### src/rtl/tlbpt_pkg.sv
// shared types, codes and constants of the tlb page table translator
// no dependencies; used by tlbpt_front, tlbpt_back and the top level
`default_nettype none

package tlbpt_pkg;

	localparam int TLB_ENTRIES_DEF   = 4;
	localparam int TABLE_ENTRIES_DEF = 256;

	localparam int PAGE_W  = 8;
	localparam int VA_W    = 16;
	localparam int ACC_W   = 3;
	localparam int PTE_W   = 13;
	localparam int IN_DW   = 40;
	localparam int OUT_DW  = 32;

	// page table entry layout
	localparam int PTE_VALID_BIT   = 8;
	localparam int PTE_PRESENT_BIT = 9;
	localparam int PTE_PROT_LSB    = 10;

	localparam logic [1:0] FUNC_XLATE = 2'd0;
	localparam logic [1:0] FUNC_WRITE = 2'd1;
	localparam logic [1:0] FUNC_INVAL = 2'd2;

	typedef enum logic [1:0] {
		OP_XLATE,
		OP_WRITE,
		OP_INVAL,
		OP_NOP
	} op_t;

	typedef enum logic [2:0] {
		ST_HIT  = 3'd0,
		ST_WALK = 3'd1,
		ST_SEG  = 3'd2,
		ST_PROT = 3'd3,
		ST_DISK = 3'd4,
		ST_DONE = 3'd5
	} status_t;

	typedef enum logic {
		BS_IDLE,
		BS_WALK
	} bstate_t;

	// classified command handed from front to back
	typedef struct packed {
		op_t               op;
		logic [VA_W-1:0]   va;
		logic [ACC_W-1:0]  acc;
		logic [PAGE_W-1:0] tbl_idx;
		logic              tbl_ok;
		logic [PTE_W-1:0]  pte;
	} cmd_t;

	typedef struct packed {
		logic   valid;
		logic   pop;
	} qctl_t;

	typedef struct packed {
		logic [PAGE_W-1:0] disk;
		logic [VA_W-1:0]   phys;
		status_t           status;
	} res_t;

endpackage

`default_nettype wire

### src/rtl/tlbpt_front.sv
// front end: accepts stream transfers, decodes them into commands and queues them
// depends on tlbpt_pkg
`default_nettype none

module tlbpt_front #(
	parameter int TABLE_ENTRIES = tlbpt_pkg::TABLE_ENTRIES_DEF
) (
	input  wire logic                      clk,
	input  wire logic                      arst_n,
	input  wire logic                      s_axis_tvalid,
	output logic                           s_axis_tready,
	input  wire logic [tlbpt_pkg::IN_DW-1:0] s_axis_tdata,
	input  wire logic [1:0]                s_axis_tuser,
	input  wire logic                      q_pop,
	output logic                           q_valid,
	output tlbpt_pkg::cmd_t                q_cmd
);

	tlbpt_pkg::cmd_t  cmd_in;
	tlbpt_pkg::cmd_t  q_mem_q [2];
	logic             wr_ptr_q;
	logic             rd_ptr_q;
	logic [1:0]       count_q;
	logic             push;
	logic [tlbpt_pkg::PAGE_W-1:0] page;

	// decode the transfer into a command
	always_comb begin
		cmd_in.va      = s_axis_tdata[15:0];
		cmd_in.acc     = s_axis_tdata[18:16];
		cmd_in.pte     = {s_axis_tdata[39:37], s_axis_tdata[36], s_axis_tdata[35],
			s_axis_tdata[34:27]};
		page           = s_axis_tdata[15:8];
		case (s_axis_tuser)
			tlbpt_pkg::FUNC_XLATE: begin
				cmd_in.op      = tlbpt_pkg::OP_XLATE;
				cmd_in.tbl_idx = page;
			end
			tlbpt_pkg::FUNC_WRITE: begin
				cmd_in.op      = tlbpt_pkg::OP_WRITE;
				cmd_in.tbl_idx = s_axis_tdata[26:19];
			end
			tlbpt_pkg::FUNC_INVAL: begin
				cmd_in.op      = tlbpt_pkg::OP_INVAL;
				cmd_in.tbl_idx = page;
			end
			default: begin
				cmd_in.op      = tlbpt_pkg::OP_NOP;
				cmd_in.tbl_idx = page;
			end
		endcase
		// index outside the table: translate faults on a tlb miss, write is dropped
		cmd_in.tbl_ok = {1'b0, cmd_in.tbl_idx} < 9'(TABLE_ENTRIES);
	end

	assign s_axis_tready = (count_q != 2'd2);
	assign push          = s_axis_tvalid && s_axis_tready;
	assign q_valid       = (count_q != 2'd0);
	assign q_cmd         = q_mem_q[rd_ptr_q];

	always_ff @(posedge clk or negedge arst_n) begin
		if (!arst_n) begin
			wr_ptr_q <= 1'b0;
			rd_ptr_q <= 1'b0;
			count_q  <= 2'd0;
		end else begin
			if (push)
				wr_ptr_q <= ~wr_ptr_q;
			if (q_pop)
				rd_ptr_q <= ~rd_ptr_q;
			case ({push, q_pop})
				2'b10:   count_q <= count_q + 2'd1;
				2'b01:   count_q <= count_q - 2'd1;
				default: count_q <= count_q;
			endcase
		end
	end

	always_ff @(posedge clk) begin
		if (push)
			q_mem_q[wr_ptr_q] <= cmd_in;
	end

endmodule

`default_nettype wire

### src/rtl/tlbpt_back.sv
// back end: tlb search, page table store, walk sequencer and result register
// depends on tlbpt_pkg
`default_nettype none

module tlbpt_back #(
	parameter int TLB_ENTRIES   = tlbpt_pkg::TLB_ENTRIES_DEF,
	parameter int TABLE_ENTRIES = tlbpt_pkg::TABLE_ENTRIES_DEF
) (
	input  wire logic                        clk,
	input  wire logic                        arst_n,
	input  wire logic                        q_valid,
	input  wire tlbpt_pkg::cmd_t             q_cmd,
	output logic                             q_pop,
	output logic                             m_axis_tvalid,
	input  wire logic                        m_axis_tready,
	output logic [tlbpt_pkg::OUT_DW-1:0]     m_axis_tdata
);

	localparam int PT_AW  = $clog2(TABLE_ENTRIES);
	localparam int TLB_IW = (TLB_ENTRIES > 1) ? $clog2(TLB_ENTRIES) : 1;

	tlbpt_pkg::bstate_t state_q, state_d;

	logic [TLB_ENTRIES-1:0]           tlb_valid_q;
	logic [tlbpt_pkg::PAGE_W-1:0]     tlb_page_q  [TLB_ENTRIES];
	logic [tlbpt_pkg::PAGE_W-1:0]     tlb_frame_q [TLB_ENTRIES];

	logic [tlbpt_pkg::PTE_W-1:0]      pt_mem [TABLE_ENTRIES];
	logic [TABLE_ENTRIES-1:0]         pt_vld_q;
	logic [tlbpt_pkg::PTE_W-1:0]      pte_rd_q;
	logic                             pv_rd_q;

	logic [tlbpt_pkg::VA_W-1:0]       walk_va_q;
	logic [tlbpt_pkg::ACC_W-1:0]      walk_acc_q;

	logic                             out_valid_q;
	tlbpt_pkg::res_t                  res_q, res_d;

	logic                             out_free;
	logic                             res_ld, mem_we, mem_re, hold_ld, fill, inval;
	logic                             hit;
	logic [tlbpt_pkg::PAGE_W-1:0]     hit_frame;
	logic [TLB_IW-1:0]                fill_idx;
	logic [PT_AW-1:0]                 pt_addr;
	logic [tlbpt_pkg::PTE_W-1:0]      pte;
	logic [tlbpt_pkg::PAGE_W-1:0]     pte_frame;
	logic [tlbpt_pkg::ACC_W-1:0]      pte_prot;

	assign out_free = !out_valid_q || m_axis_tready;
	assign pt_addr  = q_cmd.tbl_idx[PT_AW-1:0];
	assign pte       = pv_rd_q ? pte_rd_q : '0;
	assign pte_frame = pte[tlbpt_pkg::PAGE_W-1:0];
	assign pte_prot  = pte[tlbpt_pkg::PTE_PROT_LSB +: tlbpt_pkg::ACC_W];

	// parallel tag compare, lowest matching entry wins
	always_comb begin
		hit       = 1'b0;
		hit_frame = '0;
		for (int i = TLB_ENTRIES - 1; i >= 0; i--) begin
			if (tlb_valid_q[i] && tlb_page_q[i] == q_cmd.va[15:8]) begin
				hit       = 1'b1;
				hit_frame = tlb_frame_q[i];
			end
		end
	end

	// first invalid entry, entry 0 when all are in use
	always_comb begin
		fill_idx = '0;
		for (int i = TLB_ENTRIES - 1; i >= 0; i--) begin
			if (!tlb_valid_q[i])
				fill_idx = TLB_IW'(i);
		end
	end

	always_comb begin
		state_d = state_q;
		q_pop   = 1'b0;
		res_ld  = 1'b0;
		mem_we  = 1'b0;
		mem_re  = 1'b0;
		hold_ld = 1'b0;
		fill    = 1'b0;
		inval   = 1'b0;
		res_d   = '{disk: '0, phys: '0, status: tlbpt_pkg::ST_DONE};
		case (state_q)
			tlbpt_pkg::BS_IDLE: begin
				if (q_valid && out_free) begin
					q_pop = 1'b1;
					case (q_cmd.op)
						tlbpt_pkg::OP_XLATE: begin
							if (hit) begin
								res_ld       = 1'b1;
								res_d.status = tlbpt_pkg::ST_HIT;
								res_d.phys   = {hit_frame, q_cmd.va[7:0]};
							end else if (!q_cmd.tbl_ok) begin
								res_ld       = 1'b1;
								res_d.status = tlbpt_pkg::ST_SEG;
							end else begin
								mem_re  = 1'b1;
								hold_ld = 1'b1;
								state_d = tlbpt_pkg::BS_WALK;
							end
						end
						tlbpt_pkg::OP_WRITE: begin
							res_ld = 1'b1;
							mem_we = q_cmd.tbl_ok;
						end
						tlbpt_pkg::OP_INVAL: begin
							res_ld = 1'b1;
							inval  = 1'b1;
						end
						default: res_ld = 1'b1;
					endcase
				end
			end
			tlbpt_pkg::BS_WALK: begin
				if (out_free) begin
					res_ld  = 1'b1;
					state_d = tlbpt_pkg::BS_IDLE;
					if (!pte[tlbpt_pkg::PTE_VALID_BIT]) begin
						res_d.status = tlbpt_pkg::ST_SEG;
					end else if (!pte[tlbpt_pkg::PTE_PRESENT_BIT]) begin
						res_d.status = tlbpt_pkg::ST_DISK;
						res_d.disk   = pte_frame;
					end else if ((walk_acc_q & ~pte_prot) != '0) begin
						res_d.status = tlbpt_pkg::ST_PROT;
					end else begin
						res_d.status = tlbpt_pkg::ST_WALK;
						res_d.phys   = {pte_frame, walk_va_q[7:0]};
						fill         = 1'b1;
					end
				end
			end
			default: state_d = tlbpt_pkg::BS_IDLE;
		endcase
	end

	always_ff @(posedge clk or negedge arst_n) begin
		if (!arst_n) begin
			state_q     <= tlbpt_pkg::BS_IDLE;
			out_valid_q <= 1'b0;
			tlb_valid_q <= '0;
			pt_vld_q    <= '0;
		end else begin
			state_q <= state_d;
			if (res_ld)
				out_valid_q <= 1'b1;
			else if (m_axis_tready)
				out_valid_q <= 1'b0;
			if (inval)
				tlb_valid_q <= '0;
			else if (fill)
				tlb_valid_q[fill_idx] <= 1'b1;
			if (mem_we)
				pt_vld_q[pt_addr] <= 1'b1;
		end
	end

	always_ff @(posedge clk) begin
		if (res_ld)
			res_q <= res_d;
		if (hold_ld) begin
			walk_va_q  <= q_cmd.va;
			walk_acc_q <= q_cmd.acc;
		end
		if (fill) begin
			tlb_page_q[fill_idx]  <= walk_va_q[15:8];
			tlb_frame_q[fill_idx] <= pte_frame;
		end
	end

	// page table store, one port, registered read
	always_ff @(posedge clk) begin
		if (mem_we)
			pt_mem[pt_addr] <= q_cmd.pte;
		if (mem_re) begin
			pte_rd_q <= pt_mem[pt_addr];
			pv_rd_q  <= pt_vld_q[pt_addr];
		end
	end

	assign m_axis_tvalid = out_valid_q;
	assign m_axis_tdata  = {5'b0, res_q.disk, res_q.phys, res_q.status};

endmodule

`default_nettype wire

### src/rtl/tlb_page_table_translator.sv
// tlb page table translator: 16-bit virtual to physical address translation
// input transfer to result: queue register, then result register for tlb hits,
// table writes, tlb invalidates and out-of-range faults; a walk adds the table
// read register; one item per cycle unless the output stalls or a walk is busy
// reset: tlb and page table entries all invalid at once, no clearing pass
// depends on tlbpt_pkg, tlbpt_front, tlbpt_back
`default_nettype none

module tlb_page_table_translator #(
	parameter int TLB_ENTRIES   = tlbpt_pkg::TLB_ENTRIES_DEF,
	parameter int TABLE_ENTRIES = tlbpt_pkg::TABLE_ENTRIES_DEF
) (
	input  wire logic        clk,
	input  wire logic        arst_n,
	input  wire logic        s_axis_tvalid,
	output logic             s_axis_tready,
	// virt_addr[15:0], access_kind[18:16], entry_index[26:19], entry_frame[34:27],
	// entry_valid[35], entry_present[36], entry_prot[39:37]
	input  wire logic [39:0] s_axis_tdata,
	// func[1:0]
	input  wire logic [1:0]  s_axis_tuser,
	output logic             m_axis_tvalid,
	input  wire logic        m_axis_tready,
	// status[2:0], phys_addr[18:3], disk_slot[26:19], zero fill above
	output logic [31:0]      m_axis_tdata
);

	tlbpt_pkg::qctl_t  qctl;
	tlbpt_pkg::cmd_t   q_cmd;

	tlbpt_front #(
		.TABLE_ENTRIES(TABLE_ENTRIES)
	) u_front (
		.clk          (clk),
		.arst_n       (arst_n),
		.s_axis_tvalid(s_axis_tvalid),
		.s_axis_tready(s_axis_tready),
		.s_axis_tdata (s_axis_tdata),
		.s_axis_tuser (s_axis_tuser),
		.q_pop        (qctl.pop),
		.q_valid      (qctl.valid),
		.q_cmd        (q_cmd)
	);

	tlbpt_back #(
		.TLB_ENTRIES  (TLB_ENTRIES),
		.TABLE_ENTRIES(TABLE_ENTRIES)
	) u_back (
		.clk          (clk),
		.arst_n       (arst_n),
		.q_valid      (qctl.valid),
		.q_cmd        (q_cmd),
		.q_pop        (qctl.pop),
		.m_axis_tvalid(m_axis_tvalid),
		.m_axis_tready(m_axis_tready),
		.m_axis_tdata (m_axis_tdata)
	);

`ifndef ASSERT_OFF
	a_pop_needs_item: assert property (@(posedge clk) disable iff (!arst_n)
		qctl.pop |-> qctl.valid)
		else $error("queue popped while empty");

	a_disk_only_on_disk: assert property (@(posedge clk) disable iff (!arst_n)
		m_axis_tvalid && m_axis_tdata[2:0] != tlbpt_pkg::ST_DISK
		|-> m_axis_tdata[26:19] == 8'd0)
		else $error("disk slot set without on-disk status");

	a_phys_only_translated: assert property (@(posedge clk) disable iff (!arst_n)
		m_axis_tvalid && m_axis_tdata[2:0] != tlbpt_pkg::ST_HIT
		&& m_axis_tdata[2:0] != tlbpt_pkg::ST_WALK |-> m_axis_tdata[18:3] == 16'd0)
		else $error("physical address set on untranslated result");
`endif

endmodule

`default_nettype wire

### config.mk
export PLATFORM = sky130hd
export DESIGN_NAME = tlb_page_table_translator
export DESIGN_NICKNAME = d
export VERILOG_FILES = /design/src/rtl/tlbpt_pkg.sv /design/src/rtl/tlbpt_front.sv /design/src/rtl/tlbpt_back.sv /design/src/rtl/tlb_page_table_translator.sv
export SDC_FILE = /design/constraint.sdc
export NUM_CORES = 2
export LEC_CHECK = 0
export ABC_AREA = 0
export BUFFER_PORTS_ARGS = -buffer_cell sky130_fd_sc_hd__buf_2
export CORE_MARGIN = 2
export CORE_UTILIZATION = 30
export CTS_BUF_LIST = sky130_fd_sc_hd__clkbuf_16
export CTS_CLUSTER_DIAMETER = 120
export CTS_CLUSTER_SIZE = 14
export DETAILED_ROUTE_END_ITERATION = 8
export PLACE_DENSITY_LB_ADDON = 0.05
export REMOVE_ABC_BUFFERS = 1
export SETUP_SLACK_MARGIN = 0.5
export SLEW_MARGIN = 40
export SYNTH_ARGS = -nofsm -noshare
export SYNTH_HDL_FRONTEND = slang
export SYNTH_SLANG_ARGS = --single-unit
### constraint.sdc
create_clock -name clk -period 4.55 [get_ports clk]
set_input_delay 0.2275 -clock clk [delete_from_list [all_inputs] [get_ports clk]]
set_output_delay 0.2275 -clock clk [all_outputs]
set_load 0.01 [all_outputs]
# Word level (Yosys, flattened, before mapping)
# Memory sizes are Yosys's and may differ from the RTL's. A register that Yosys moved wholly into a read port is not among the register bits.
# Index checks and enable logic that the tools add are counted.
dict set report totals {
  reg_bits 313
  ramBits 3476
  in_bits 46
  output_inout_bits 34
  wordCells 132
  memories 4
}
dict set report op_classes {
  n_addsub 2
  n_lt_le_gt_ge 4
  n_eq_ne 11
  n_mux 71
  bitwise_logic 9
  n_reduce_logical 18
}
# name words word_bits read_ports rd_clocked_by_memory_dff wr line_no
set memory_table {}
lappend memory_table {u_back.pt_mem 256 13 1 1 1 tlbpt_back.sv:28} ;# logic [tlbpt_pkg::PTE_W-1:0] pt_mem [TABLE_ENTRIES];
lappend memory_table {u_front.q_mem_q 2 42 1 0 1 tlbpt_front.sv:20} ;# tlbpt_pkg::cmd_t q_mem_q [2];
lappend memory_table {u_back.tlb_frame_q 4 8 4 0 1 tlbpt_back.sv:26} ;# logic [tlbpt_pkg::PAGE_W-1:0] tlb_frame_q [TLB_ENTRIES];
lappend memory_table {u_back.tlb_page_q 4 8 4 0 1 tlbpt_back.sv:25} ;# logic [tlbpt_pkg::PAGE_W-1:0] tlb_page_q [TLB_ENTRIES];
# operator n
set ops {}
lappend ops {{OR 256 bit} 1}
lappend ops {{two-way mux 16 bit} 4}
lappend ops {{two-way mux 19 bit} 3}
lappend ops {{two-way mux 8 bit} 5}
lappend ops {{two-way mux 1 bit} 39}
lappend ops {{one-hot mux 19 bit (2 select lines)} 1}
lappend ops {{== test 8 bit} 4}
lappend ops {{two-way mux 13 bit} 1}
lappend ops {{two-way mux 3 bit} 4}
lappend ops {{two-way mux 2 bit} 5}
lappend ops {{less-than comparator 8 x 9 -> 1 bit (second input constant)} 1}
lappend ops {{binary-select mux 1 bit (select 8 bit)} 1}
lappend ops {{demux 1 bit (select 8 bit)} 1}
lappend ops {{greater-or-equal comparator 8 x 1 -> 1 bit (second input constant)} 1}
lappend ops {{logical AND 1 bit} 8}
lappend ops {{two-way mux 4 bit} 2}
lappend ops {{nonzero test 2 bit} 4}
lappend ops {{== test 2 x 1 -> 1 bit (second input constant)} 3}
lappend ops {{== test 2 bit (second input constant)} 3}
lappend ops {{one-hot mux 2 bit (3 select lines)} 1}
lappend ops {{NOT 1 bit} 5}
lappend ops {{logical NOT 2 bit} 2}
lappend ops {{OR 4 bit} 1}
lappend ops {{one-hot mux 1 bit (2 select lines)} 2}
lappend ops {{13 further kinds} 13}

# Depth between registers and ports, before layout
# An unclocked memory read counts as a cell.
dict set report depth {
  depth_word 12
  mapped_depth 14
  depth_no_buf 7
}

# Modules after synthesis
# A second synthesis with hierarchy kept.
dict set report unflattened {
  cells_unflattened 6743
  area_unflattened_um2 146558.1
}
# mod n_inst cells_per_inst area_each_um2 seq_area_each_um2
set by_module_without_submodules {}
lappend by_module_without_submodules {tlbpt_back 1 6582 143012.2 110215.7}
lappend by_module_without_submodules {tlbpt_front 1 161 3545.9 2622.5}

# Worst setup path after synthesis
# Ideal clock, no wire load.
dict set report synth_path {
  path_kind {reg-to-reg}
  start {reg u_front.rd_ptr_q}
  end {reg u_back.pte_rd_q[0] in the netlist's numbering (read register of u_back.pt_mem), enable pin}
  setup_time_ps 466
  arrival_ps 4436
  t_required_ps 4084
  path_slack_ps -352
  stages_incl_launch_ff 11
  path_buffers 4
  period_less_slack_ps 4902
  cell_sequence {dfrtp_1 > buf_6 > buf_2 > buf_4 > mux2i_1 > xnor2_1 > nor3_1 > nand4_1 > clkbuf_1 > nand4_1 > nor3_1}
}
dict set report synth_between {
  elab_chain_len 11
  elab_cells_between_ends 18
  classes_between {eq/ne (4); mux (8); reduce/logical (5); memory (1)}
}
# item line_no
set synth_lines {}
lappend synth_lines {{from (decl)} tlbpt_front.sv:22} ;# logic rd_ptr_q;
lappend synth_lines {{from (signal assigned)} tlbpt_front.sv:70} ;# rd_ptr_q <= ~rd_ptr_q;
lappend synth_lines {{memory read (2 x 42 bit) (*)} --}
lappend synth_lines {{== test 8 bit} tlbpt_back.sv:60} ;# if (tlb_valid_q[i] && tlb_page_q[i] == q_cmd.va[15:8]) begin
lappend synth_lines {{logical AND 1 bit} tlbpt_back.sv:60}
lappend synth_lines {{two-way mux 1 bit (4 in a row)} tlbpt_back.sv:60}
lappend synth_lines {{two-way mux 1 bit} --}
lappend synth_lines {{two-way mux 1 bit (*) (3 in a row)} --}
lappend synth_lines {{net u_back.hold_ld} tlbpt_back.sv:40} ;# logic res_ld, mem_we, mem_re, hold_ld, fill, inval;
lappend synth_lines {{to (decl)} tlbpt_back.sv:30} ;# logic [tlbpt_pkg::PTE_W-1:0] pte_rd_q;
# The timed path passes the listed nets; every way through them passes the cells marked *.
# A chain may end at the register's enable or synchronous reset.

# Worst setup path after layout
dict set report layout_path {
  start {reg u_front.rd_ptr_q}
  end {reg u_back.pte_rd_q[3] in the netlist's numbering (read register of u_back.pt_mem) (data pin)}
}
dict set report layout_between {
  elab_chain_len 11
  elab_cells_between_ends 18
  classes_between {eq/ne (4); mux (8); reduce/logical (5); memory (1)}
}
# item line_no
set layout_lines {}
lappend layout_lines {{memory read (2 x 42 bit) (*)} --}
lappend layout_lines {{== test 8 bit} tlbpt_back.sv:60}
lappend layout_lines {{logical AND 1 bit} tlbpt_back.sv:60}
lappend layout_lines {{two-way mux 1 bit (4 in a row)} tlbpt_back.sv:60}
lappend layout_lines {{two-way mux 1 bit} tlbpt_back.sv:92} ;# if (hit) begin
lappend layout_lines {{two-way mux 1 bit} tlbpt_back.sv:90} ;# case (q_cmd.op)
lappend layout_lines {{two-way mux 1 bit} tlbpt_back.sv:88} ;# if (q_valid && out_free) begin
lappend layout_lines {{two-way mux 1 bit} tlbpt_back.sv:86} ;# case (state_q)
# Every way passes the cells marked *; elsewhere a longest branch is shown, timed or not.

==> results.txt <==
The flow ran to the end, and the final reports show no timing, DRC or antenna violations. The post-route netlist has 19.07% of its cells at a drive strength greater than 1. The number of cells after detailed placement is 14,600.

edfxtp_1 is the most common cell in the netlist. The count of state elements after synthesis is 3,802. The count of input and output buffers came out at between 70 and 80. The peak clock frequency supported by timing is between 200 and 250 MHz.

The post-synthesis mux area share came out at between 10% and 20%. The mean area per synthesized cell is around 19 um^2. The width of the chip is around 700 um. The highest ir drop seen on vdd is between 0.4 and 0.5 mV. The netlist area before placement is 146,200 um^2. The remaining number of nets flagged by the antenna check after routing is 0. The final RePlAce weighted congestion came out at 0.7586. The kind of end point of the critical path is a flop. Across every metal layer, demand over resource in global routing totals 19.75%. The buffer levels on the longest clock path is 4. The transition time at the pin with the least slew margin is 0.8963 ns. The worst slack at placement is -0.06292 ns. The sort of element at the start of the critical path is a flop.

The path class of the tightest hold or removal check is in2async. The clock latency of the later-clocked register in the worst-skew pair is a little under 1 ns. The final-report hold violation count was 0. The fraction of the mapped netlist area in simple logic gates is under 10%. The total power is 99.56 mW. The hold slack came out at 0.06660 ns. The number of CTS-inserted buffers came out at roughly 310. The most used flip-flop cell after synthesis is edfxtp_1.

The worst-case headroom to the max-slew limit came out at 40.24%. The number of distinct standard cells referenced by the synthesized netlist is 54. The iteration-0 DRC count of the detailed router is 6,977. The critical path arrival came out at 4.72 ns. The pin count of the biggest net entering global routing is 116.

By startpoint and endpoint, the worst setup path is classified as reg2reg. The minimum setup slack in the final design came out at 0.5321 ns. Setup repair after global routing could not meet its margin everywhere. The count of final setup violators is 0.

The via total after detailed routing came out at 77,130. Detailed placement ended at an HPWL of 302,700 um. After synthesis, the most frequently instantiated cells are 3,536 x edfxtp_1, 1,290 x mux2i_1, 650 x o22ai_1.

The final clock skew is 0.04391 ns. The post-synthesis cell type with the largest combined area is edfxtp_1. The wire length of the first global-routing pass is 673,400 um.

The number of antenna violations at the first check in global routing came out at a little over 70. Once layout is done, the placed cells without fillers occupy 171,100 um^2. The floorplan row count came out at 256. The max-capacitance violation count is 0. The initial standard-cell utilization of the core is 30.09%.

For this run, the post-layout net count is 8,633. The average wire per standard cell is 32.97 um. The final-layout fill cell count is 45,320. After detailed routing, the total wire length is roughly 500,000 um. The number of global-route vias before repair is 77,840. The proportion of total power due to net switching is 33.61%. Yosys printed 0 warnings. The area of the die came out at 493,000 um^2. The y dimension of the die came out at between 700 and 800 um. For this design, the sink count on the clock tree is ~3,800. The minimum clock period is 4.018 ns. The CTS tree is built. The ratio of total power to cell area came out at just under 600 nW/um^2. The number of top-level pins came out at 80.

The sequential fraction of design power came out at 43.8%. The core box area came out at just under 500,000 um^2. By area, the combinational part of the netlist is dominated by multiplexers. The final cycle utilization of the critical path came out at between 80% and 90%. The xor/xnor share of the synthesized area came out at less than 1%.

The proportion of power drawn by the clock network is ~25%. Summed over all nets, the switching power comes to 33.46 mW. The data required time at the worst endpoint is 5.25 ns. The total global routing overflow came out at 0. The number of detailed-route iterations in the first pass is 6. By area the synthesized netlist is led by edfxtp_1 73%, mux2i_1 8.8%, dfrtp_1 4.6%. The proportion of synthesized flip-flops having asynchronous set or reset is 6.996%. The fraction of synthesized cell area taken by the top area cell type came out at ~73%. The share of power burned in combinational logic came out at 31.0%. The internal cell power came out at 66.09 mW. The remaining design rule violation count is 0.

The total count of max-transition violations in the final report came to 0. The share of the Yosys chip area taken by registers is 77.17%. The worst-path maximum fanout came out at 43.

The placed standard-cell area came out at 160,300 um^2. The finished layout holds 15,140 standard cells, fillers aside. The layout overhead on the synthesized area came out at 17.00%. The synthesized netlist devotes approximately 6.4% of its cell area to compound gates. Counting every instance in the synthesized netlist gives 7,794.

The clock-pin slew of the registers on the worst-case setup and hold paths is 0.08 ns. After detailed routing, the number of vias per cell comes to 5.094. After Yosys synthesis, full adders, half adders and majority gates account for 0.008557% of the synthesized area. The maximum level of the CTS H-tree is 5. The clock tree root driver cell is clkbuf_16. The synthesized design contains 3,536 enable-type register cells. In this run the static leakage power is 58.20 nW.
## cells by family after synthesis
group | after synthesis
muxes | 1580
DFF | 3802
AOI/OAI and AO/OA | 1322
xor gates and xnor gates | 37
other | 1
adders and majority gates | 1
buffers and inverters | 536
and+or+nand+nor | 515
## sequential cells by signal, summed over array words and instances, names as in the netlist, 2 cells and up
signal,flops
u_front.count_q,2
u_back.tlb_page_q,32
u_back.tlb_frame_q,32
u_back.tlb_valid_q,4
u_back.pt_vld_q,256
u_back.m_axis_tdata,27
u_front.q_mem_q,84
u_back.pt_mem,3328
u_back.walk_va_q,16
u_back.walk_acc_q,3
u_back.pte_rd_q,13
## worst max-delay path, cell delays in order, from the launching register on
cell	delay, ns
dfrtp_4	0.55
mux2_8	0.30
buf_12	0.18
buf_12	0.28
buf_16	0.33
mux2i_1	0.24
o22ai_1	0.13
o41ai_4	0.58
a41oi_1	0.33
buf_4	0.23
or4_1	0.45
## cell type report
| type | instances | area [um^2] | share of cell area, % |
|---|---|---|---|
| sequential | 3802 | 112800 | 65.96 |
| multi-input combinational | 3461 | 31940 | 18.67 |
| timing repair buffer | 990 | 9612 | 5.619 |
| tap | 6450 | 8070 | 4.718 |
| clock buffer | 319 | 7983 | 4.666 |
| clock inverter | 71 | 469.2 | 0.2743 |
| inverter | 22 | 82.58 | 0.04827 |
| antenna | 27 | 67.56 | 0.03950 |
## power by group through the flow
stage          Combinational, mW  Clock (mW)  Sequential (mW)
2_1_floorplan               13.7           0             44.6
3_3_place_gp                29.8           0             44.3
3_5_place_dp                30.1           0             44.3
4_1_cts                     31.2        26.0             43.5
5_1_grt                     32.6        27.1             43.6
6_report                    30.9        25.1             43.6
## repair_timing
action / CTS / global route
endpoints found under the hold margin: 393 / 0
hold buffers: 71 / 0
gates cloned: 12 / 6
endpoints found under the setup margin: 13 / 48
resized for setup: 53 / 29
setup buffers: 29 / 8
pin swaps: 9 / 7
## final timing paths
| kind | startpoint | endpoint | slack (ns) | cells past startpoint |
|---|---|---|---|---|
| hold / removal | arst_n | u_back.pt_vld_q[5] | 0.07 | 2 |
| min in group clk | s_axis_tdata[8] | u_front.q_mem_q[0][32] | 0.10 | 2 |
| max in group asynchronous | arst_n | u_back.state_q | 3.45 | 3 |
| setup / recovery | u_front.rd_ptr_q | u_back.pte_rd_q[3] | 0.53 | 10 |
| hold reg to reg | u_back.pt_vld_q[52] | u_back.pt_vld_q[52] | 0.47 | 1 |
| setup reg to reg | u_front.rd_ptr_q | u_back.pte_rd_q[3] | 0.53 | 10 |
## per-stage QoR
step	TNS (ns)	utilization [%]
final	0	35.21
after global placement	-3.289	32.96
after global routing	0	35.20
after floorplan	-	-
after CTS	0	35.09
after detailed placement	-0.06887	33.00
## cell usage in the layout, fill, tap and decap left out, types with 33 or more instances in the layout
cell type	n
mux4_2	256
o41ai_1	119
dlygate4sd3_1	71
inv_1	76
o21bai_1	258
nand2_1	119
o22ai_1	650
buf_12	104
a41oi_1	45
a21oi_1	55
a22oi_1	88
o41ai_2	34
buf_4	684
mux2i_1	1286
nor2_1	290
clkbuf_16	325
dfrtp_1	265
buf_2	75
edfxtp_1	3536
xnor2_1	33
## metal layers
metal | wire length [um] | global-route usage [%]
met3 | 26390 | 3.536
met2 | 232200 | 31.62
met1 | 227700 | 27.79
met5 | 85 | 0
met4 | 12890 | 4.899
Note: power is estimated with default switching activity, not from simulation.
